--- src/rtl/gcrt_pkg.sv ---
// Package for the grid cell reservation table.
// Holds the beat types, table entry type, opcodes and default sizes.
// No dependencies.
package gcrt_pkg;

    localparam int DEF_GRID_ROWS  = 16;
    localparam int DEF_GRID_COLS  = 16;
    localparam int DEF_MAX_ROBOTS = 16;

    localparam int ROBOT_W = 4;
    localparam int COORD_W = 4;
    localparam int COUNT_W = 9;
    localparam logic [COUNT_W-1:0] COUNT_MAX = '1;

    localparam logic OP_REQUEST = 1'b0;
    localparam logic OP_LOCATE  = 1'b1;

    typedef struct packed {
        logic               operation;
        logic [ROBOT_W-1:0] robot_id;
        logic [COORD_W-1:0] cell_row;
        logic [COORD_W-1:0] cell_col;
    } t_in;

    typedef struct packed {
        logic               granted;
        logic [COUNT_W-1:0] released_count;
    } t_out;

    typedef struct packed {
        logic               held;
        logic [ROBOT_W-1:0] owner;
    } t_entry;

    // Verdict of the compare unit on one table entry
    typedef struct packed {
        logic mine;
        logic release_it;
    } t_unit_res;

endpackage

--- src/rtl/gcrt_ram.sv ---
// Generic simple dual-port RAM: one write port, one read port, registered read.
// No dependencies.
module gcrt_ram #(
    parameter int WIDTH = 8,
    parameter int DEPTH = 256
) (
    input  logic                     i_clk,
    input  logic                     i_we,
    input  logic [$clog2(DEPTH)-1:0] i_wr_addr,
    input  logic [WIDTH-1:0]         i_wr_data,
    input  logic [$clog2(DEPTH)-1:0] i_rd_addr,
    output logic [WIDTH-1:0]         o_rd_data
);

    logic [WIDTH-1:0] r_mem [DEPTH];
    logic [WIDTH-1:0] r_rd_data;

    always_ff @(posedge i_clk) begin
        if (i_we) begin
            r_mem[i_wr_addr] <= i_wr_data;
        end
        r_rd_data <= r_mem[i_rd_addr];
    end

    assign o_rd_data = r_rd_data;

endmodule

--- src/rtl/gcrt_unit.sv ---
// Shared compare unit: judges one table entry against the current robot
// and its reported cell. Depends on gcrt_pkg.
module gcrt_unit #(
    parameter int ADDR_W = 8
) (
    input  gcrt_pkg::t_entry                i_entry,
    input  logic [gcrt_pkg::ROBOT_W-1:0]    i_robot,
    input  logic [ADDR_W-1:0]               i_idx,
    input  logic [ADDR_W-1:0]               i_here,
    input  logic                            i_here_ok,
    output gcrt_pkg::t_unit_res             o_res
);

    logic w_mine;
    logic w_on_cell;

    assign w_mine    = i_entry.held && (i_entry.owner == i_robot);
    assign w_on_cell = i_here_ok && (i_idx == i_here);

    assign o_res.mine       = w_mine;
    assign o_res.release_it = w_mine && !w_on_cell;

endmodule

--- src/rtl/grid_cell_reservation_table_top.sv ---
// Top level of the grid cell reservation table: sequencer, table RAM and
// compare unit. Depends on gcrt_pkg, gcrt_ram and gcrt_unit.
//
// Usage:
//   Input channel (i_in_valid / o_in_ready / i_in) takes one beat per item:
//   a cell request or a location report. Output channel (o_out_valid /
//   i_out_ready / o_out) returns exactly one result beat per item.
//   The block works on one item at a time; o_in_ready is high only while
//   no item is in progress.
//   Request: from accept to result the steps are address capture, table
//   read, evaluate and write, and result load.
//   Location report: every table entry is swept; the compare unit checks
//   one table entry per cycle, limited by the single RAM read port.
//   Items with a robot out of range or an off-grid request skip the table
//   and go straight to the result load.
//   Reset: the table is cleared one entry per cycle, with o_in_ready
//   low until every entry is cleared.
//   Receiver stall: a finished result waits in the output register while the
//   block takes and works the next item; that item then holds in its final
//   state, with o_in_ready low, until the waiting beat drains.
module grid_cell_reservation_table_top #(
    parameter int GRID_ROWS  = gcrt_pkg::DEF_GRID_ROWS,
    parameter int GRID_COLS  = gcrt_pkg::DEF_GRID_COLS,
    parameter int MAX_ROBOTS = gcrt_pkg::DEF_MAX_ROBOTS
) (
    input  logic           i_clk,
    input  logic           i_rst_n,
    input  logic           i_in_valid,
    output logic           o_in_ready,
    input  gcrt_pkg::t_in  i_in,
    output logic           o_out_valid,
    input  logic           i_out_ready,
    output gcrt_pkg::t_out o_out
);

    localparam int DEPTH   = GRID_ROWS * GRID_COLS;
    localparam int ADDR_W  = $clog2(DEPTH);
    localparam int HW      = ADDR_W + 8;
    localparam int ENTRY_W = $bits(gcrt_pkg::t_entry);
    localparam logic [ADDR_W-1:0] LAST_IDX = ADDR_W'(DEPTH - 1);

    typedef enum logic [5:0] {
        S_CLEAR    = 6'b000001,
        S_IDLE     = 6'b000010,
        S_REQ_RD   = 6'b000100,
        S_REQ_EVAL = 6'b001000,
        S_SWEEP    = 6'b010000,
        S_FIN      = 6'b100000
    } t_state;

    t_state r_state, n_state;

    logic [ADDR_W-1:0]            r_idx, n_idx;
    logic                         r_issue, n_issue;
    logic                         r_chk, n_chk;
    logic [ADDR_W-1:0]            r_chk_idx, n_chk_idx;
    logic [ADDR_W-1:0]            r_here, n_here;
    logic                         r_here_ok, n_here_ok;
    logic [gcrt_pkg::ROBOT_W-1:0] r_robot, n_robot;
    logic                         r_granted, n_granted;
    logic [gcrt_pkg::COUNT_W-1:0] r_count, n_count;
    logic                         r_out_valid, n_out_valid;
    gcrt_pkg::t_out               r_out, n_out;

    logic [HW-1:0]      w_here_wide;
    logic               w_here_ok;
    logic               w_robot_ok;
    logic               w_accept;
    logic               w_slot_free;

    logic               w_we;
    logic [ADDR_W-1:0]  w_wr_addr;
    gcrt_pkg::t_entry   w_wr_entry;
    logic [ADDR_W-1:0]  w_rd_addr;
    logic [ENTRY_W-1:0] w_rd_data;
    gcrt_pkg::t_entry   w_rd_entry;
    logic [ADDR_W-1:0]  w_unit_idx;
    gcrt_pkg::t_unit_res w_unit;

    assign w_here_wide = HW'(i_in.cell_row) * HW'(GRID_COLS) + HW'(i_in.cell_col);
    assign w_here_ok   = (7'(i_in.cell_row) < 7'(GRID_ROWS))
                      && (7'(i_in.cell_col) < 7'(GRID_COLS));
    assign w_robot_ok  = 7'(i_in.robot_id) < 7'(MAX_ROBOTS);

    assign o_in_ready  = (r_state == S_IDLE);
    assign w_accept    = i_in_valid && o_in_ready;
    assign w_slot_free = !r_out_valid || i_out_ready;

    assign w_rd_entry  = gcrt_pkg::t_entry'(w_rd_data);
    assign w_unit_idx  = (r_state == S_SWEEP) ? r_chk_idx : r_here;

    gcrt_ram #(
        .WIDTH (ENTRY_W),
        .DEPTH (DEPTH)
    ) u_table (
        .i_clk     (i_clk),
        .i_we      (w_we),
        .i_wr_addr (w_wr_addr),
        .i_wr_data (ENTRY_W'(w_wr_entry)),
        .i_rd_addr (w_rd_addr),
        .o_rd_data (w_rd_data)
    );

    gcrt_unit #(
        .ADDR_W (ADDR_W)
    ) u_unit (
        .i_entry   (w_rd_entry),
        .i_robot   (r_robot),
        .i_idx     (w_unit_idx),
        .i_here    (r_here),
        .i_here_ok (r_here_ok),
        .o_res     (w_unit)
    );

    // Table port control
    always_comb begin
        w_we             = 1'b0;
        w_wr_addr        = r_here;
        w_wr_entry.held  = 1'b0;
        w_wr_entry.owner = '0;
        w_rd_addr        = r_here;
        unique case (r_state)
            S_CLEAR: begin
                w_we      = 1'b1;
                w_wr_addr = r_idx;
            end
            S_REQ_EVAL: begin
                w_we             = !w_rd_entry.held;
                w_wr_entry.held  = 1'b1;
                w_wr_entry.owner = r_robot;
            end
            S_SWEEP: begin
                w_rd_addr = r_idx;
                w_we      = r_chk && w_unit.release_it;
                w_wr_addr = r_chk_idx;
            end
            S_IDLE, S_REQ_RD, S_FIN: begin
            end
            default: begin
            end
        endcase
    end

    always_comb begin
        n_state     = r_state;
        n_idx       = r_idx;
        n_issue     = r_issue;
        n_chk       = r_chk;
        n_chk_idx   = r_chk_idx;
        n_here      = r_here;
        n_here_ok   = r_here_ok;
        n_robot     = r_robot;
        n_granted   = r_granted;
        n_count     = r_count;
        n_out_valid = r_out_valid && !i_out_ready;
        n_out       = r_out;

        unique case (r_state)
            S_CLEAR: begin
                if (r_idx == LAST_IDX) begin
                    n_idx   = '0;
                    n_state = S_IDLE;
                end else begin
                    n_idx = r_idx + 1'b1;
                end
            end
            S_IDLE: begin
                if (w_accept) begin
                    n_here    = w_here_wide[ADDR_W-1:0];
                    n_here_ok = w_here_ok;
                    n_robot   = i_in.robot_id;
                    n_granted = 1'b0;
                    n_count   = '0;
                    n_idx     = '0;
                    n_issue   = 1'b1;
                    n_chk     = 1'b0;
                    if (!w_robot_ok) begin
                        n_state = S_FIN;
                    end else if (i_in.operation == gcrt_pkg::OP_LOCATE) begin
                        n_state = S_SWEEP;
                    end else if (w_here_ok) begin
                        n_state = S_REQ_RD;
                    end else begin
                        n_state = S_FIN;
                    end
                end
            end
            S_REQ_RD: begin
                n_state = S_REQ_EVAL;
            end
            S_REQ_EVAL: begin
                // a free cell is taken now; otherwise granted only if already ours
                n_granted = !w_rd_entry.held || w_unit.mine;
                n_state   = S_FIN;
            end
            S_SWEEP: begin
                // read one entry ahead, judge the one that arrived
                n_chk     = r_issue;
                n_chk_idx = r_idx;
                if (r_issue) begin
                    if (r_idx == LAST_IDX) begin
                        n_issue = 1'b0;
                    end else begin
                        n_idx = r_idx + 1'b1;
                    end
                end
                if (r_chk && w_unit.release_it && (r_count != gcrt_pkg::COUNT_MAX)) begin
                    n_count = r_count + 1'b1;
                end
                if (r_chk && (r_chk_idx == LAST_IDX)) begin
                    n_state = S_FIN;
                end
            end
            S_FIN: begin
                // hold until the output register drains
                if (w_slot_free) begin
                    n_out_valid          = 1'b1;
                    n_out.granted        = r_granted;
                    n_out.released_count = r_count;
                    n_idx                = '0;
                    n_state              = S_IDLE;
                end
            end
            default: begin
                n_state = S_IDLE;
            end
        endcase
    end

    always_ff @(posedge i_clk) begin
        if (!i_rst_n) begin
            r_state     <= S_CLEAR;
            r_idx       <= '0;
            r_issue     <= 1'b0;
            r_chk       <= 1'b0;
            r_out_valid <= 1'b0;
        end else begin
            r_state     <= n_state;
            r_idx       <= n_idx;
            r_issue     <= n_issue;
            r_chk       <= n_chk;
            r_out_valid <= n_out_valid;
        end
    end

    always_ff @(posedge i_clk) begin
        r_chk_idx <= n_chk_idx;
        r_here    <= n_here;
        r_here_ok <= n_here_ok;
        r_robot   <= n_robot;
        r_granted <= n_granted;
        r_count   <= n_count;
        r_out     <= n_out;
    end

    assign o_out_valid = r_out_valid;
    assign o_out       = r_out;

endmodule
--- config.mk ---
export PLATFORM = sky130hd
export DESIGN_NAME = grid_cell_reservation_table_top
export DESIGN_NICKNAME = d
export VERILOG_FILES = /design/src/rtl/gcrt_pkg.sv /design/src/rtl/gcrt_ram.sv /design/src/rtl/gcrt_unit.sv /design/src/rtl/grid_cell_reservation_table_top.sv
export SDC_FILE = /design/constraint.sdc
export NUM_CORES = 2
export LEC_CHECK = 0
export BUFFER_PORTS_ARGS = -buffer_cell sky130_fd_sc_hd__buf_2
export CAP_MARGIN = 5
export CORE_MARGIN = 2
export CORE_UTILIZATION = 50
export DETAILED_ROUTE_END_ITERATION = 10
export PLACE_DENSITY = 0.75
export SYNTH_ARGS = -nofsm -noshare
export SYNTH_HDL_FRONTEND = slang
export SYNTH_SLANG_ARGS = --single-unit
--- constraint.sdc ---
create_clock -name i_clk -period 10.1 [get_ports i_clk]
set_input_delay 2.02 -clock i_clk [delete_from_list [all_inputs] [get_ports i_clk]]
set_output_delay 2.02 -clock i_clk [all_outputs]
set_load 0.01 [all_outputs]
==> flow_metrics.env <==
export IMPL_clk_pin_slew_ns=0.06
export IMPL_rsz0062_at_grt="false"
export IMPL_maxCapViolCount=0
export IMPL_cp_cell_sequence="or4_1 -> o21ai_4 -> buf_4 -> and2_4 -> buf_12 -> mux2i_1 -> a221oi_1 -> o22ai_1 -> a41oi_1 -> or4_1"
export IMPL_syn_nets=3651
export IMPL_chipWidth_um=331.8
export IMPL_ys_async_sr_fraction_pct=0
export IMPL_die_area_um2=110100
export IMPL_synth_seq_cells=1342
export IMPL_cts_path_max_buffers=3
export IMPL_antenna_found_initial=3
export IMPL_io_pins=29
export IMPL_routed_wl_mm=136.8
export IMPL_cts_setup_buffers=0
export IMPL_viasPerCell=6.484
export IMPL_coreArea_um2=106800
export IMPL_path_max_fanout=153
export IMPL_syn_area_um2=53720
export IMPL_timing_final_crit_share_pct=58.95
export IMPL_slowest_stage="and2_4"
export IMPL_yosysWarnings=0
export IMPL_ys_flop_type="edfxtp_1"
export IMPL_holdBufCountCts=0
export IMPL_pre_cts_ws_ns=4.361
export IMPL_worst_ir_drop_vdd_mv=0.1504
export IMPL_hold_ws_ns=0.4270
export IMPL_hold_viol_final=0
export IMPL_ys_seq_area_share_pct=74.61
export IMPL_max_stage_delay_ns=0.73
export IMPL_yosysTopAreaCell="edfxtp_1"
export IMPL_overflow=0
export IMPL_synth_top_cells_by_area="edfxtp_1 74%, mux2i_1 4.5%, a221oi_1 4.0%"
export IMPL_cpMostUsedCell="or4_1"
export IMPL_dr_total_vias=32890
export IMPL_nets=3587
export IMPL_dp_hpwl_mm=77.28
export IMPL_critPathBufInv=2
export IMPL_cts_buffers=135
export IMPL_layout_drive_gt1_share_pct=7.906
export IMPL_n_fill_cell=8051
export IMPL_setup_viol=0
export IMPL_crit_family="simple AND/OR/NAND/NOR gates"
export IMPL_relSlewSlack_pct=18.41
export IMPL_crit_type="register to register"
export IMPL_avgSynthCellArea_um2=14.79
export IMPL_worst_skew_pair_late_latency_ns=0.75
export IMPL_syn_instance_count=3631
export IMPL_first_global_vias=31280
export IMPL_drc=0
export IMPL_cts_tree="yes"
export IMPL_grt_pass1_wl_mm=201.9
export IMPL_synth_common_cells="1,320 x edfxtp_1, 369 x nand2_1, 332 x a21oi_1"
export IMPL_post_synth_top_count_cell="edfxtp_1"
export IMPL_cellPowerDensity_nw_per_um2=184.2
export IMPL_status="complete, no violations"
export IMPL_grt_usage_pct=24.33
export IMPL_htree_levels=4
export IMPL_hold_class="register to register"
export IMPL_max_freq_mhz=168.0
export IMPL_cts_root_buf="clkbuf_16"
export IMPL_p_leak_nw=18.03
export IMPL_ant_nets=0
export IMPL_cp_end_kind="register"
export IMPL_yosysUniqueCellTypes=52
export IMPL_cp_arrival_ns=6.57
export IMPL_initial_core_util_pct=50.32
export IMPL_dr_pass1_iters=6
export IMPL_worstMarginPinSlew_ns=1.224
export IMPL_fin_skew_ns=0.02839
export IMPL_timing_final_ws_setup_ns=4.146
export IMPL_drtIter0Drc=5245
export IMPL_cts_resized=0
export IMPL_synth_edf_count=1320
export IMPL_rows=120
export IMPL_synth_top_area_share_pct=73.79
export IMPL_period_needed_ns=5.954
export IMPL_grt_max_degree=217
export IMPL_routedWlPerCell_um=26.98
export IMPL_maxSlewViolCount=0
export IMPL_critPathRequiredTime_ns=10.72
export IMPL_setup_worst_path_start_class="register"
export IMPL_io_buffers=28
export IMPL_finalSetupTns_ns=0
export IMPL_cts_sinks=1342
export IMPL_gp_congestion=0.8964
export IMPL_die_h_um=331.8
export IMPL_flow_area_growth_from_synthesis_pct=10.21
==> flip-flops by register name, indices dropped and copies added (netlist names) <==
name	count
u_table.r_mem	1280
r_robot	4
u_table.o_rd_data	5
r_chk	1
r_granted	1
r_issue	1
r_chk_idx	8
o_out_valid	1
r_here	8
r_idx	8
o_out	10
r_count	9
r_state	6
==> layer usage <==
| layer | up-vias | global-route usage (%) | part of all wire, % |
|---|---|---|---|
| li1 | 14170 | - | - |
| met1 | 16310 | 33.55 | 38 |
| met2 | 2062 | 37.58 | 46 |
| met3 | 348 | 5.184 | 11 |
| met4 | 0 | 10.56 | 4.3 |
| met5 | - | 0 | 0 |
==> path summary, 6_finish.rpt <==
kind / start / end / slack (ns) / cells past startpoint
max: r_state[5] / u_table.o_rd_data[0] / 4.15 / 10
min: r_granted / o_out[9] / 0.43 / 0
max reg2reg: r_state[5] / u_table.o_rd_data[0] / 4.15 / 10
min reg2reg: r_granted / o_out[9] / 0.43 / 0
==> through the flow <==
stage	util [%]	power [mW]	instances	cell area, µm²
3_3_place_gp	51.50	6.208	4832	54970
3_5_place_dp	51.50	6.209	4832	54970
2_1_floorplan	-	6.174	3631	53720
4_1_cts	55.45	10.92	5070	59190
6_report	55.46	10.90	5072	59210
5_1_grt	55.46	11.13	5071	59200
==> area by class of cell <==
| cell class | instances | area [µm²] | area share [%] |
|---|---|---|---|
| clock inverter | 70 | 643.1 | 1.086 |
| timing repair buffer | 78 | 619.3 | 1.046 |
| clock buffer | 168 | 3576 | 6.040 |
| antenna | 1 | 2.502 | 0.004227 |
| multi-input combinational | 1997 | 12480 | 21.07 |
| inverter | 13 | 56.30 | 0.09510 |
| sequential | 1342 | 40080 | 67.69 |
| tap | 1403 | 1755 | 2.965 |
==> cell usage in the layout (no fill, tap or decap), types with 4 or more instances in the layout <==
cell type,netlist,routed
a31oi_1,8,4
bufinv_16,0,7
nand4_1,11,11
o22ai_1,80,80
nor2_1,283,282
mux2i_1,240,240
xnor2_1,11,11
nand2b_1,9,9
buf_2,73,28
xor2_1,11,11
a211oi_1,162,162
o21ai_0,8,8
a41oi_1,21,20
dfxtp_1,22,22
and2_4,0,6
and3_1,91,91
buf_12,0,8
clkinv_2,0,16
nor4_1,9,9
a221o_1,6,6
inv_1,13,12
edfxtp_1,1320,1320
clkbuf_1,171,29
clkbuf_16,0,138
a221oi_1,246,246
inv_6,0,4
inv_16,0,5
nand3b_1,4,4
clkinv_1,0,30
nand2_1,369,365
a21oi_1,332,330
buf_4,27,41
or4_1,7,7
nand3_1,18,18
nor3_1,33,33
==> worst reg2reg max path: stages, from the launching register on <==
cell and delay (ns):
dfxtp_1 0.36, or4_1 0.69, o21ai_4 0.19, buf_4 0.62, and2_4 0.81, buf_12 0.61
mux2i_1 0.56, a221oi_1 0.19, o22ai_1 0.66, a41oi_1 0.48, or4_1 0.64
==> logic make-up after synthesis <==
group                      Yosys count  synth area share (%)
and+or+nand+nor                    855                 6.899
DFF                               1342                 74.61
AOI/OAI and AO/OA                  877                 11.17
muxes                              240                 4.472
adders and majority gates            3               0.06988
buffers and inverters              292                 2.427
xor gates and xnor gates            22                0.3587
==> where the power goes <==
part / total [mW] / internal, mW / switching, mW
Clock: 4.81 / 2.71 / 2.10
Combinational: 0.0593 / 0.0108 / 0.0485
Sequential: 6.03 / 6.03 / 0.00487
Total: 10.9 / 8.75 / 2.15
Note: power is estimated with default switching activity, not from simulation.
